`config.mk`:
```
export PLATFORM = sky130hd
export DESIGN_NAME = ir_remote_frame_encoder_unit
export DESIGN_NICKNAME = d
export VERILOG_FILES = /design/src/hdl/ir_enc_pkg.sv /design/src/hdl/ir_enc_front.sv /design/src/hdl/ir_enc_queue.sv /design/src/hdl/ir_enc_back.sv /design/src/hdl/ir_remote_frame_encoder_unit.sv
export SDC_FILE = /design/constraint.sdc
export NUM_CORES = 1
export LEC_CHECK = 0
export ABC_AREA = 0
export BUFFER_PORTS_ARGS = -buffer_cell sky130_fd_sc_hd__buf_2
export CORE_ASPECT_RATIO = 0.6
export CORE_MARGIN = 2
export CORE_UTILIZATION = 25
export DETAILED_ROUTE_END_ITERATION = 10
export GPL_TIMING_DRIVEN = 0
export HOLD_SLACK_MARGIN = 0.1
export PLACE_DENSITY = 0.43
export SYNTH_ARGS = -nofsm -noshare
export SYNTH_HDL_FRONTEND = slang
export SYNTH_HIERARCHICAL = 1
export SYNTH_SLANG_ARGS = --single-unit
```
`constraint.sdc`:
```
create_clock -name clk -period 4.46 [get_ports clk]
set_input_delay 0.446 -clock clk [delete_from_list [all_inputs] [get_ports clk]]
set_output_delay 0.446 -clock clk [all_outputs]
set_load 0.01 [all_outputs]
```
`src/hdl/ir_enc_pkg.sv`:
```
`default_nettype none
package ir_enc_pkg;

    localparam int FRAME_W = 16;
    localparam int PAUSE_W = 8;
    localparam int POS_W   = 5;
    localparam int QDEPTH  = 2;
    localparam int QCNT_W  = 2;

    // symbol index of the stop symbol; start is 0, data bits 1..16
    localparam logic [POS_W-1:0] POS_STOP = 5'd17;
    localparam logic [POS_W-1:0] POS_DATA0 = 5'd16;

    localparam logic [3:0] MODE_PWM    = 4'b0100;
    localparam logic [3:0] MODE_CSTID  = 4'b0110;
    localparam logic [3:0] TOGGLE_MASK = 4'b1000;
    localparam logic [3:0] CHECK_SEED  = 4'hF;

    localparam logic [1:0] REG_LOW_PAUSE   = 2'd0;
    localparam logic [1:0] REG_HIGH_PAUSE  = 2'd1;
    localparam logic [1:0] REG_START_PAUSE = 2'd2;

    localparam logic [PAUSE_W-1:0] LOW_PAUSE_RST   = 8'd16;
    localparam logic [PAUSE_W-1:0] HIGH_PAUSE_RST  = 8'd27;
    localparam logic [PAUSE_W-1:0] START_PAUSE_RST = 8'd45;

    typedef enum logic [1:0] {
        SYM_START = 2'd0,
        SYM_ZERO  = 2'd1,
        SYM_ONE   = 2'd2,
        SYM_STOP  = 2'd3
    } sym_t;

    typedef enum logic {
        BK_IDLE,
        BK_RUN
    } back_state_t;

    typedef struct packed {
        logic [PAUSE_W-1:0] low_pause;
        logic [PAUSE_W-1:0] high_pause;
        logic [PAUSE_W-1:0] start_pause;
    } pause_cfg_t;

    typedef struct packed {
        logic                valid;
        logic [FRAME_W-1:0]  word;
    } frame_xfer_t;

endpackage
`default_nettype wire

```
`src/hdl/ir_enc_front.sv`:
```
`default_nettype none
module ir_enc_front (
    input  wire logic                            clk,
    input  wire logic                            rst_n,
    input  wire logic                            in_valid,
    output logic                                 in_ready,
    input  wire logic [1:0]                      channel,
    input  wire logic                            output_port,
    input  wire logic                            opcode,
    input  wire logic [3:0]                      command,
    output ir_enc_pkg::frame_xfer_t              push,
    input  wire logic                            push_ready
);

    logic       toggle_reg;
    logic       toggle_next;
    logic [3:0] n1;
    logic [3:0] n2;
    logic [3:0] chk;
    logic       take;

    assign in_ready = push_ready;
    assign take     = in_valid && push_ready;

    // toggle flips on every command before the frame is built
    assign toggle_next = ~toggle_reg;

    always_comb
    begin
        n1  = (toggle_next ? ir_enc_pkg::TOGGLE_MASK : 4'b0000) | {2'b00, channel};
        n2  = (opcode ? ir_enc_pkg::MODE_CSTID : ir_enc_pkg::MODE_PWM)
            | {3'b000, output_port};
        chk = ir_enc_pkg::CHECK_SEED ^ n1 ^ n2 ^ command;
        push.valid = in_valid;
        push.word  = {n1, n2, command, chk};
    end

    always_ff @(posedge clk or negedge rst_n)
    begin
        if (!rst_n)
        begin
            toggle_reg <= 1'b0;
        end
        else if (take)
        begin
            toggle_reg <= toggle_next;
        end
    end

endmodule
`default_nettype wire

```
`src/hdl/ir_enc_queue.sv`:
```
`default_nettype none
module ir_enc_queue (
    input  wire logic                                  clk,
    input  wire logic                                  rst_n,
    input  wire ir_enc_pkg::frame_xfer_t               push,
    output logic                                       push_ready,
    output ir_enc_pkg::frame_xfer_t                    head,
    input  wire logic                                  pop
);

    logic [ir_enc_pkg::FRAME_W-1:0] mem_reg [ir_enc_pkg::QDEPTH];
    logic                           wr_ptr_reg;
    logic                           rd_ptr_reg;
    logic [ir_enc_pkg::QCNT_W-1:0]  count_reg;
    logic [ir_enc_pkg::QCNT_W-1:0]  count_next;
    logic                           do_push;
    logic                           do_pop;

    assign push_ready = (count_reg != 2'(ir_enc_pkg::QDEPTH));
    assign do_push    = push.valid && push_ready;
    assign do_pop     = pop && (count_reg != '0);
    assign head.valid = (count_reg != '0);
    assign head.word  = mem_reg[rd_ptr_reg];

    always_comb
    begin
        count_next = count_reg;
        if (do_push && !do_pop)
        begin
            count_next = count_reg + 2'd1;
        end
        else if (do_pop && !do_push)
        begin
            count_next = count_reg - 2'd1;
        end
    end

    always_ff @(posedge clk or negedge rst_n)
    begin
        if (!rst_n)
        begin
            wr_ptr_reg <= 1'b0;
            rd_ptr_reg <= 1'b0;
            count_reg  <= '0;
        end
        else
        begin
            count_reg <= count_next;
            if (do_push)
            begin
                wr_ptr_reg <= ~wr_ptr_reg;
            end
            if (do_pop)
            begin
                rd_ptr_reg <= ~rd_ptr_reg;
            end
        end
    end

    always_ff @(posedge clk)
    begin
        if (do_push)
        begin
            mem_reg[wr_ptr_reg] <= push.word;
        end
    end

    a_count_bound: assert property (@(posedge clk) disable iff (!rst_n)
        count_reg <= 2'(ir_enc_pkg::QDEPTH))
        else $error("frame queue count out of range");

    a_ptr_gap: assert property (@(posedge clk) disable iff (!rst_n)
        (count_reg == 2'd1) |-> (wr_ptr_reg != rd_ptr_reg))
        else $error("frame queue pointers disagree with count");

endmodule
`default_nettype wire

```
`src/hdl/ir_enc_back.sv`:
```
`default_nettype none
module ir_enc_back (
    input  wire logic                                 clk,
    input  wire logic                                 rst_n,
    input  wire ir_enc_pkg::pause_cfg_t               cfg,
    input  wire ir_enc_pkg::frame_xfer_t              head,
    output logic                                      pop,
    output logic                                      out_valid,
    input  wire logic                                 out_ready,
    output logic [1:0]                                symbol_kind,
    output logic [ir_enc_pkg::PAUSE_W-1:0]            pause_cycles,
    output logic [ir_enc_pkg::FRAME_W-1:0]            frame_word,
    output logic                                      last
);

    ir_enc_pkg::back_state_t          state_reg;
    ir_enc_pkg::back_state_t          state_next;
    logic [ir_enc_pkg::FRAME_W-1:0]   frame_reg;
    logic [ir_enc_pkg::POS_W-1:0]     pos_reg;
    logic [ir_enc_pkg::POS_W-1:0]     pos_next;

    logic                             out_valid_reg;
    ir_enc_pkg::sym_t                 kind_reg;
    logic [ir_enc_pkg::PAUSE_W-1:0]   pause_reg;
    logic [ir_enc_pkg::FRAME_W-1:0]   word_reg;
    logic                             last_reg;

    logic                             adv;
    logic                             at_stop;
    logic                             emit;
    logic [3:0]                       bit_idx;
    ir_enc_pkg::sym_t                 sym_kind;
    logic [ir_enc_pkg::PAUSE_W-1:0]   sym_pause;

    assign adv     = !out_valid_reg || out_ready;
    assign at_stop = (pos_reg == ir_enc_pkg::POS_STOP);
    assign emit    = (state_reg == ir_enc_pkg::BK_RUN) && adv;

    // next state
    always_comb
    begin
        state_next = state_reg;
        unique case (state_reg)
            ir_enc_pkg::BK_IDLE:
            begin
                if (head.valid)
                begin
                    state_next = ir_enc_pkg::BK_RUN;
                end
            end
            ir_enc_pkg::BK_RUN:
            begin
                if (adv && at_stop && !head.valid)
                begin
                    state_next = ir_enc_pkg::BK_IDLE;
                end
            end
            default: state_next = ir_enc_pkg::BK_IDLE;
        endcase
    end

    // outputs: pop and symbol selection
    always_comb
    begin
        pop = 1'b0;
        unique case (state_reg)
            ir_enc_pkg::BK_IDLE: pop = head.valid;
            ir_enc_pkg::BK_RUN:  pop = head.valid && adv && at_stop;
            default:             pop = 1'b0;
        endcase

        // data symbols go out msb first
        bit_idx = 4'(ir_enc_pkg::POS_DATA0 - pos_reg);
        if (pos_reg == '0)
        begin
            sym_kind = ir_enc_pkg::SYM_START;
        end
        else if (at_stop)
        begin
            sym_kind = ir_enc_pkg::SYM_STOP;
        end
        else if (frame_reg[bit_idx])
        begin
            sym_kind = ir_enc_pkg::SYM_ONE;
        end
        else
        begin
            sym_kind = ir_enc_pkg::SYM_ZERO;
        end

        unique case (sym_kind)
            ir_enc_pkg::SYM_ZERO: sym_pause = cfg.low_pause;
            ir_enc_pkg::SYM_ONE:  sym_pause = cfg.high_pause;
            default:              sym_pause = cfg.start_pause;
        endcase

        pos_next = pos_reg;
        if (pop)
        begin
            pos_next = '0;
        end
        else if (emit)
        begin
            pos_next = pos_reg + 5'd1;
        end
    end

    always_ff @(posedge clk or negedge rst_n)
    begin
        if (!rst_n)
        begin
            state_reg     <= ir_enc_pkg::BK_IDLE;
            pos_reg       <= '0;
            out_valid_reg <= 1'b0;
        end
        else
        begin
            state_reg <= state_next;
            pos_reg   <= pos_next;
            if (adv)
            begin
                out_valid_reg <= (state_reg == ir_enc_pkg::BK_RUN);
            end
        end
    end

    always_ff @(posedge clk)
    begin
        if (pop)
        begin
            frame_reg <= head.word;
        end
        if (emit)
        begin
            kind_reg  <= sym_kind;
            pause_reg <= sym_pause;
            word_reg  <= frame_reg;
            last_reg  <= at_stop;
        end
    end

    assign out_valid    = out_valid_reg;
    assign symbol_kind  = kind_reg;
    assign pause_cycles = pause_reg;
    assign frame_word   = word_reg;
    assign last         = last_reg;

    a_last_is_stop: assert property (@(posedge clk) disable iff (!rst_n)
        (out_valid_reg && last_reg) |-> (kind_reg == ir_enc_pkg::SYM_STOP))
        else $error("last flag on a symbol other than stop");

    a_pos_range: assert property (@(posedge clk) disable iff (!rst_n)
        (state_reg == ir_enc_pkg::BK_RUN) |-> (pos_reg <= ir_enc_pkg::POS_STOP))
        else $error("symbol position past stop");

    a_pop_at_boundary: assert property (@(posedge clk) disable iff (!rst_n)
        pop |-> (state_reg == ir_enc_pkg::BK_IDLE || (at_stop && adv)))
        else $error("new frame loaded mid-frame");

endmodule
`default_nettype wire

```
`src/hdl/ir_remote_frame_encoder_unit.sv`:
```
// channel   | dir | handshake           | payload
// s_axis    | in  | s_tvalid/s_tready   | s_tdata: channel, output_port, command; s_tuser: opcode
// m_axis    | out | m_tvalid/m_tready   | m_tdata: pause_cycles, frame_word; m_tuser: symbol_kind
//           |     |                     | m_tlast: last
// apb       | in  | psel/penable/pready | pause registers at 0x0, 0x4, 0x8
//
// each command yields 18 symbols, one per cycle from the symbol sequencer in the back end
// while m_tready does not stall the output; frames queued back to back follow without a gap.
// a command is taken whenever the two-entry frame queue has room; after acceptance it passes
// through the frame queue and the back-end frame register to the output register.
// reset clears the toggle bit and queue, and loads the pause registers with 16, 27 and 45.
// m_tready low holds the output register and the sequencer; once the queue fills s_tready drops.
`default_nettype none
module ir_remote_frame_encoder_unit (
    input  wire logic        clk,
    input  wire logic        rst_n,
    input  wire logic        s_tvalid,
    output logic             s_tready,
    input  wire logic [7:0]  s_tdata,   // [1:0] channel, [2] output_port, [6:3] command, [7] zero
    input  wire logic [0:0]  s_tuser,   // [0] opcode
    output logic             m_tvalid,
    input  wire logic        m_tready,
    output logic [23:0]      m_tdata,   // [7:0] pause_cycles, [23:8] frame_word
    output logic [1:0]       m_tuser,   // [1:0] symbol_kind
    output logic             m_tlast,
    input  wire logic        psel,
    input  wire logic        penable,
    input  wire logic        pwrite,
    input  wire logic [3:0]  paddr,
    input  wire logic [31:0] pwdata,
    output logic [31:0]      prdata,
    output logic             pready
);

    logic [ir_enc_pkg::PAUSE_W-1:0] low_pause_reg;
    logic [ir_enc_pkg::PAUSE_W-1:0] high_pause_reg;
    logic [ir_enc_pkg::PAUSE_W-1:0] start_pause_reg;
    ir_enc_pkg::pause_cfg_t         cfg;
    logic                           cfg_wr;
    logic [1:0]                     reg_idx;

    ir_enc_pkg::frame_xfer_t        push;
    ir_enc_pkg::frame_xfer_t        head;
    logic                           push_ready;
    logic                           pop;

    logic [1:0]                     symbol_kind;
    logic [ir_enc_pkg::PAUSE_W-1:0] pause_cycles;
    logic [ir_enc_pkg::FRAME_W-1:0] frame_word;

    assign pready  = 1'b1;
    assign reg_idx = paddr[3:2];
    assign cfg_wr  = psel && penable && pwrite && pready;

    always_ff @(posedge clk or negedge rst_n)
    begin
        if (!rst_n)
        begin
            low_pause_reg   <= ir_enc_pkg::LOW_PAUSE_RST;
            high_pause_reg  <= ir_enc_pkg::HIGH_PAUSE_RST;
            start_pause_reg <= ir_enc_pkg::START_PAUSE_RST;
        end
        else if (cfg_wr)
        begin
            unique case (reg_idx)
                ir_enc_pkg::REG_LOW_PAUSE:   low_pause_reg   <= pwdata[7:0];
                ir_enc_pkg::REG_HIGH_PAUSE:  high_pause_reg  <= pwdata[7:0];
                ir_enc_pkg::REG_START_PAUSE: start_pause_reg <= pwdata[7:0];
                default: ;
            endcase
        end
    end

    always_comb
    begin
        unique case (reg_idx)
            ir_enc_pkg::REG_LOW_PAUSE:   prdata = {24'd0, low_pause_reg};
            ir_enc_pkg::REG_HIGH_PAUSE:  prdata = {24'd0, high_pause_reg};
            ir_enc_pkg::REG_START_PAUSE: prdata = {24'd0, start_pause_reg};
            default:                     prdata = 32'd0;
        endcase
    end

    assign cfg.low_pause   = low_pause_reg;
    assign cfg.high_pause  = high_pause_reg;
    assign cfg.start_pause = start_pause_reg;

    ir_enc_front u_front (
        .clk         (clk),
        .rst_n       (rst_n),
        .in_valid    (s_tvalid),
        .in_ready    (s_tready),
        .channel     (s_tdata[1:0]),
        .output_port (s_tdata[2]),
        .opcode      (s_tuser[0]),
        .command     (s_tdata[6:3]),
        .push        (push),
        .push_ready  (push_ready)
    );

    ir_enc_queue u_queue (
        .clk        (clk),
        .rst_n      (rst_n),
        .push       (push),
        .push_ready (push_ready),
        .head       (head),
        .pop        (pop)
    );

    ir_enc_back u_back (
        .clk          (clk),
        .rst_n        (rst_n),
        .cfg          (cfg),
        .head         (head),
        .pop          (pop),
        .out_valid    (m_tvalid),
        .out_ready    (m_tready),
        .symbol_kind  (symbol_kind),
        .pause_cycles (pause_cycles),
        .frame_word   (frame_word),
        .last         (m_tlast)
    );

    assign m_tdata = {frame_word, pause_cycles};
    assign m_tuser = symbol_kind;

endmodule
`default_nettype wire

```
# Yosys cells after proc, flatten, opt, wreduce, memory -nomap -nowiden
# Memory sizes are Yosys's and may differ from the RTL's. A register that Yosys moved wholly into a read port is not among the register bits.
# Cells that the tools add are included.
# word_totals
reg_bits	63
ram_bits	32
in_bits	52
out_inout_bits	62
word_cells	78
n_memories	1
# mem_list
name	words	width	rd	rd_clocked_by_memory_dff	wr	line_no	text
u_queue.mem_reg	2	16	1	1	1	ir_enc_queue.sv:11	logic [ir_enc_pkg::FRAME_W-1:0] mem_reg [ir_enc_pkg::QDEPTH];
# op_classes
addsub	4
order_cmp	1
n_eq_ne	6
muxes	19
bitwise	9
reduce_logical	24
# op_table
operator	n
$pmux W8 S3	1
$pmux W8 S2	1
$mux W2	6
$logic_and A1 B1 Y1	11
$mux W5	2
$xor A4 B4 Y4	2
$reduce_and A2 Y1	3
$reduce_bool A2 Y1	3
$add A5 B1 Y5 const B	1
$eq A5 B5 Y1 const B	1
$logic_not A5 Y1	1
$lt A4 B5 Y1 const B	1
$mux W1	5
$bmux W1 S4	1
$eq A2 B1 Y1 const B	2
$eq A2 B2 Y1 const B	2
$logic_not A1 Y1	4
$mux W4	1
$not A1 Y1	4
$not A4 Y4	1
$or A4 B1 Y4	1
$or A4 B2 Y4	1
$pmux W1 S2	2
$sub A1 B4 Y4 const A	1
other kinds (5)	5

# Logic depth before layout (Yosys ltp)
# Gate-level depths: netlist (run 1).
# depth
word_depth	9
depth_mapped	11
depth_no_buf	10

# Cells and area by module
# Netlist (run 1), hierarchy kept.
# by_module_without_submodules
mod	n_inst	cells_each	area_each_um2	seq_area_each_um2
ir_enc_back	1	126	2023.2	1466.4
ir_enc_queue	1	68	1402.6	1061.0
ir_remote_frame_encoder_unit	1	108	1345.0	611.8
ir_enc_front	1	26	205.2	25.0

# Worst setup path after synthesis (run 1)
# Ideal clock, no wire load.
# synth_timing
path_type	reg-to-reg
start	register u_back/pos_reg[0] (netlist name)
end	register u_back.pause_reg (netlist bit u_back/pause_cycles[6]) (data pin)
setup_time_ns	0.269
t_arrival_ns	2.510
required_ns	4.191
setup_slack_ns	1.681
path_stages_with_launch	11
n_path_buf	2
synth_period_minus_slack_ns	2.779
cell_sequence	dfrtp_1 -> buf_6 -> inv_1 -> ha_1 -> mux4_2 -> mux4_2 -> a21oi_1 -> ha_1 -> clkbuf_1 -> nand2_1 -> o21ai_0
# synth_via
elab_chain_len	8
word_cells_on_any_way	11
classes_between	add/sub: 1; eq/ne: 3; mux: 6; reduce/logical: 1
# synth_rtl
item	line_no	text
start, declared	ir_enc_back.sv:19	logic [ir_enc_pkg::POS_W-1:0] pos_reg;
start signal, assigned	ir_enc_back.sv:119	pos_reg <= pos_next;
$sub A1 B4 Y4	ir_enc_back.sv:73	bit_idx = 4'(ir_enc_pkg::POS_DATA0 - pos_reg);
$bmux W1 S4	ir_enc_back.sv:82	else if (frame_reg[bit_idx])
$mux W1 (not written as such)	ir_enc_back.sv:82	
$mux W2	ir_enc_back.sv:82	
$mux W2	ir_enc_back.sv:78	else if (at_stop)
$mux W2 *	ir_enc_back.sv:74	if (pos_reg == '0)
via u_back.sym_kind[0]	ir_enc_back.sv:32	ir_enc_pkg::sym_t sym_kind;
$eq A2 B2 Y1 / $eq A2 B1 Y1 (equally long branches)	ir_enc_back.sv:91	unique case (sym_kind)
$pmux W8 S2 *	ir_enc_back.sv:91	
via u_back.sym_pause (one bit)	ir_enc_back.sv:33	logic [ir_enc_pkg::PAUSE_W-1:0] sym_pause;
end signal, assigned	ir_enc_back.sv:136	pause_reg <= sym_pause;
end, declared	ir_enc_back.sv:24	logic [ir_enc_pkg::PAUSE_W-1:0] pause_reg;
# The timed path passes the listed nets; every way through them passes the cells marked *. The select of a mux whose other input is x is not followed.
# A chain may end at the register's enable or synchronous reset.

# Worst setup path after layout (run 1)
# Same ends and word-level chain as after synthesis.

==> results.yml, run 1 <==
status:
  outcome: "complete, no violations"
yosys:
  syn_area_mm2: 0.00498
  synth_top_area_share_pct: 45.3
  synth_cell_types: 40
  yosysWarnings: 6
  synth_async_sr_flop_share_pct: 32.4
  seq_area_frac_synth_pct: 63.6
  syn_inst: 328
  synth_seq_cells: 111
  ys_top_cells_by_area: "edfxtp_1 45%, dfrtp_1 14%, buf_4 6.2%, mux2_2 5.2%, mux2_4 5.1%"
  yosys.area.top_type: "edfxtp_1"
  syn_area_per_cell_um2: 15.2
  synth_edf_count: 75
  synthFlopType: "edfxtp_1"
sta:
  period_needed_ns: 3.51
  max_freq_ghz: 0.285
  timing.slew.headroom_pct: 13.0
  rsz0062_at_grt: "no"
  post-route-period-util_pct: 78.8
  final-hold-violation-count: 0
  final_max_slew_viol_count: 0
  final.setup.tns_ns: 0
  finalSetupViolations: 0
  finalClockSkew_ns: 0.00887
  holdWs_ns: 0.179
  worst_pin_slew_ns: 1.30
cells_and_area:
  synthToLayoutAreaGrowth_pct: 20.4
  num-nets-final: 481
  largest_reg_flops: 32
  antenna_cells: 0
  fillCellCount: 1949
  drive_above_1_share_pct: 42.5
  area.sequential_mm2: 0.00316
  multi_input_area_mm2: 0.00149
global_routing:
  grt_use_total_pct: 9.85
  grt_pass1_vias: 2719
  grt_antenna_before_repair: 0
  grt_pass1_wl_um: 15300
  grt_overflow: 0
  grt_max_degree: 37
route:
  via_per_inst: 3.85
  wl_per_cell_um: 14.1
  dr.pass1.iters: 5
  dr_total_vias: 2671
  antenna_left: 0
  totalWireLength_um: 9770
  drc: 0
  drt_iter0_drc: 158
clock_tree:
  ctsResizeCount: 0
  clock_latency_ns: 0.35
  numCtsBuffers: 9
  cts_tree: "yes"
  path_clk_slew_ns: 0.08
  clock_sinks: 111
  htree_levels: 3
  clockBufferDepth: 2
  cts-root-buf: "clkbuf_16"
  cts_setup_buffers: 0
  hold_buffers: 0
place:
  place.gp.congestion: 0.752
  io_buffers: 60
  dp_hpwl_um: 7090
die:
  rows: 39
  core_area_mm2: 0.0193
  die_area_mm2: 0.0211
  initial_core_util_pct: 25.8
  die_height_um: 113
  die_w_um: 186
  io_pins: 114
critical_path:
  critPathCaptureType: "flop"
  path_max_fanout: 10
  critical_path_class: "flop to flop"
  worstPathRequired_ns: 4.54
  cp-start-kind: "flop"
  cp.arrival_ns: 3.59
power:
  cellLeakagePower_uw: 0.00246
  power_density_mw_per_mm2: 637
  irDropWorstVdd_uv: 198
  finalPower_uw: 3820
worst_hold_path:
  holdCritPathClass: "input port to asynchronous set/reset pin"
run:
  cap_violations: 0
-- cell families after synthesis --
family | Yosys count | synth area share [%]
simple gates | 49 | 5.38
other cells | 4 | 0.302
fa+ha+maj | 6 | 1.51
flops | 111 | 63.6
xor+xnor | 17 | 2.99
compound gates | 30 | 3.62
mux | 53 | 14.2
buf+inv | 58 | 8.40
-- cells in the mapped netlist (2+ instances only) --
cell type,instances
mux2_2,23
and2_1,2
nand3_1,3
mux2i_1,8
o21ai_0,17
nand2_1,20
mux2_4,17
xor2_1,10
a22oi_1,8
ha_1,6
inv_1,6
a21oi_1,2
dfstp_2,9
buf_6,4
clkbuf_1,6
nor2b_1,2
xnor2_1,7
nor2_1,6
conb_1,4
edfxtp_1,75
mux4_2,5
buf_4,41
dfrtp_1,27
nand2b_1,4
-- where the power goes --
part / internal (µW) / total [µW] / switching, µW
Sequential: 1460 / 1580 / 118
Clock: 392 / 780 / 387
Combinational: 625 / 1460 / 833
Total: 2480 / 3820 / 1340
-- final timing paths --
| path | start | to | slack, ns | cells past startpoint |
|---|---|---|---|---|
| worst max-delay path | u_back/pos_reg[0]$_DFFE_PN0P_ | u_back/pause_cycles[6]$_DFFE_PP_ | 0.95 | 9 |
| worst min-delay path | rst_n | high_pause_reg[6]$_DFFE_PN0P_ | 0.18 | 1 |
| worst max register to register | u_back/pos_reg[0]$_DFFE_PN0P_ | u_back/pause_cycles[6]$_DFFE_PP_ | 0.95 | 9 |
| worst min register to register | u_back/frame_reg[13]$_DFFE_PP_ | u_back/frame_word[13]$_DFFE_PP_ | 0.46 | 0 |
| max in group asynchronous | rst_n | high_pause_reg[2]$_DFFE_PN0P_ | 3.74 | 1 |
| min in group clk | s_tdata[5] | u_queue/mem_reg[0][2]$_DFFE_PP_ | 0.27 | 1 |
-- worst max-delay path: stages (launching register included) --
cell and delay (ns):
dfrtp_1 0.39, buf_6 0.17, inv_1 0.08, ha_1 0.48
mux4_2 0.41, mux4_2 0.52, a21oi_1 0.22, ha_1 0.32
clkbuf_1 0.44, o21ai_0 0.19
-- cell usage in the layout, fill, tap and decap left out, drive strengths merged, types with 5 or more instances in the layout --
cell      n
xor2     10
mux2i     8
dfstp     9
dfrtp    27
mux4      5
nand2    21
mux2     40
clkbuf   15
nor2      6
inv      10
o21ai    17
buf     106
a22oi     8
edfxtp   75
xnor2     7
ha        6
conb     28
-- routing by layer --
layer | global-route usage (%) | share of wire, % | up-vias | routed length (µm)
li1 | - | - | 1299 | -
met1 | 14.2 | 50 | 1300 | 4900
met2 | 14.2 | 43 | 64 | 4220
met3 | 2.64 | 5.2 | 8 | 505
met4 | 3.46 | 1.4 | 0 | 138
met5 | 0 | 0 | - | 0
-- cell type report --
class	instances	area share, %
Sequential cell	111	52.8
Clock inverter	7	1.07
Multi-Input combinational cell	183	24.8
Timing Repair Buffer	60	5.01
Clock buffer	9	3.76
Buffer	52	6.60
Tap cell	266	5.56
Inverter	6	0.376
-- metrics by stage --
stage               area [µm²]  instances  setup slack [ns]  util [%]
floorplan                 5070        352              1.68         -
global placement          5700        678             0.945      29.6
detailed placement        5700        678             0.921      29.6
CTS                       5990        694             0.933      31.1
global route              5990        694             0.698      31.1
finish                    5990        694             0.947      31.1
Note: power is estimated with default switching activity, not from simulation.
==> inputs of run 2 (changes only) <==
Settings changed: PLACE_DENSITY 0.43 to 0.45.
Clock period 4.46 ns to 3 ns, I/O delays scaled along.
==> results.yml, run 2 (synthesized netlist as in run 1, its figures left out) <==
status:
  outcome: "complete, no violations"
route:
  routed-wl-met2_um: 4380
  dr_total_vias: 2697
  drt_iter0_drc: 159
  met3WireLength_um: 539
  antenna_left: 0
  wl_per_cell_um: 14.2
  met1_length_um: 4910
  drc: 0
  dr.pass1.iters: 4
  via_per_inst: 3.88
  totalWireLength_um: 9880
  top_layer: "met4"
sta:
  worst_pin_slew_ns: 1.18
  final_max_slew_viol_count: 0
  holdWs_ns: 0.134
  max_freq_ghz: 0.351
  rsz0062_at_grt: "no"
  setup_slack_ns: 0.152
  timing.slew.headroom_pct: 21.5
  finalSetupViolations: 0
  finalClockSkew_ns: 0.00821
  final.setup.tns_ns: 0
  post-route-period-util_pct: 94.9
  final-hold-violation-count: 0
  period_needed_ns: 2.85
die:
  rows: 39
  io_pins: 114
  initial_core_util_pct: 25.8
  core_area_mm2: 0.0193
  die_w_um: 186
  die_area_mm2: 0.0211
  die_height_um: 113
cells_and_area:
  layout_commonest_cell: "edfxtp_1"
  fillCellCount: 1903
  drive_above_1_share_pct: 45.2
  multi_input_area_mm2: 0.00156
  antenna_cells: 0
  num-nets-final: 483
  area.sequential_mm2: 0.00316
  final_area_mm2: 0.00610
  synthToLayoutAreaGrowth_pct: 22.5
  layout_common_cells: "75 x edfxtp_1, 60 x buf_2, 46 x buf_4"
  largest_reg_flops: 32
place:
  dp_hpwl_um: 7100
  dpl-instance-area_mm2: 0.00570
  place_ws_ns: -0.496
  io_buffers: 60
  place.gp.congestion: 0.738
power:
  cellLeakagePower_uw: 0.00250
  power_density_mw_per_mm2: 1000
  irDropWorstVdd_uv: 541
  finalPower_uw: 6110
critical_path:
  cp.arrival_ns: 2.94
  critPathCaptureType: "flop"
  critPathBufInv: 3
  cp-start-kind: "flop"
  path_cells: "buf_6 > inv_1 > ha_4 > mux4_2 > mux4_2 > a21oi_4 > ha_4 > buf_4 > nand2_1 > o21ai_0"
  max_stage_delay_ns: 0.59
  crit_slowest_cell: "mux4_2"
  worstPathRequired_ns: 3.09
  critical_path_class: "flop to flop"
  crit_family: "multiplexers"
  path_max_fanout: 10
global_routing:
  grt_antenna_before_repair: 0
  grt_pass1_wl_um: 15100
  grt_max_degree: 37
  grt_pass1_vias: 2732
  grt_overflow: 0
  grt_use_total_pct: 9.72
clock_tree:
  numCtsBuffers: 9
  cts_tree: "yes"
  clock_sinks: 111
  htree_levels: 3
  path_clk_slew_ns: 0.08
  clockBufferDepth: 2
  cts-root-buf: "clkbuf_16"
  clock_latency_ns: 0.35
run:
  cap_violations: 0
worst_hold_path:
  holdCritPathClass: "input port to flop"
[run 2: cell count changes in the layout (fill, tap and decap cells not counted), sizes merged]
cell | previous run | this run
inv | 10 | 9
clkinvlp | 2 | 0
buf | 106 | 111
clkinv | 1 | 3
clkbuf | 15 | 11
dlygate4sd3 | 0 | 1
[run 2: report_power, final]
part           leakage [µW]  switching (µW)  internal, µW  total, µW
registers           0.00112             174          2170       2350
logic               0.00123            1340          1260       2600
clock network      0.000143             576           584       1160
total               0.00250            2090          4010       6110
[run 2: repair_timing]
| action | in CTS | in global routing |
|---|---|---|
| resized for setup | 11 | 7 |
| buffers inserted | 1 | 3 |
| hold buffers | 1 | 0 |
| endpoints found under the setup margin | 10 | 9 |
| pin swaps | 0 | 2 |
| hold endpoints to repair | 27 | 0 |
[run 2: path summary, 6_finish.rpt]
path	to	start	depth (start not counted)	slack, ns
max reg2reg	u_back/pause_cycles[4]$_DFFE_PP_	u_back/pos_reg[0]$_DFFE_PN0P_	10	0.15
min	u_queue/mem_reg[0][6]$_DFFE_PP_	s_tdata[5]	1	0.13
max	u_back/pause_cycles[4]$_DFFE_PP_	u_back/pos_reg[0]$_DFFE_PN0P_	10	0.15
max in group asynchronous	low_pause_reg[0]$_DFFE_PN0P_	rst_n	2	1.86
min in group asynchronous	start_pause_reg[4]$_DFFE_PN0P_	rst_n	2	0.60
min reg2reg	u_back/frame_word[0]$_DFFE_PP_	u_back/frame_reg[0]$_DFFE_PP_	0	0.46
[run 2: worst register-to-register path, cell delays in order (launching register included)]
cell	delay [ns]
dfrtp_1	0.39
buf_6	0.12
inv_1	0.12
ha_4	0.25
mux4_2	0.35
mux4_2	0.59
a21oi_4	0.20
ha_4	0.25
buf_4	0.19
nand2_1	0.07
o21ai_0	0.08
[run 2: area by class of cell]
class	instances	area share (%)
sequential	111	51.9
multi-input combinational	183	25.6
buffer	49	6.36
timing repair buffer	65	5.58
tap	266	5.46
clock buffer	9	3.69
clock inverter	6	1.07
inverter	6	0.369
[run 2: per-layer routing]
layer / up-vias / GRT usage (%)
met3: 2 / 2.99
met4: 0 / 2.99
met1: 1330 / 13.9
li1: 1304 / -
met2: 61 / 14.0
met5: - / 0
[run 2: metrics by stage]
stage	util, %	instances
2_1_floorplan	-	352
3_3_place_gp	29.6	678
3_5_place_dp	29.6	678
4_1_cts	31.4	692
5_1_grt	31.6	695
6_report	31.6	695
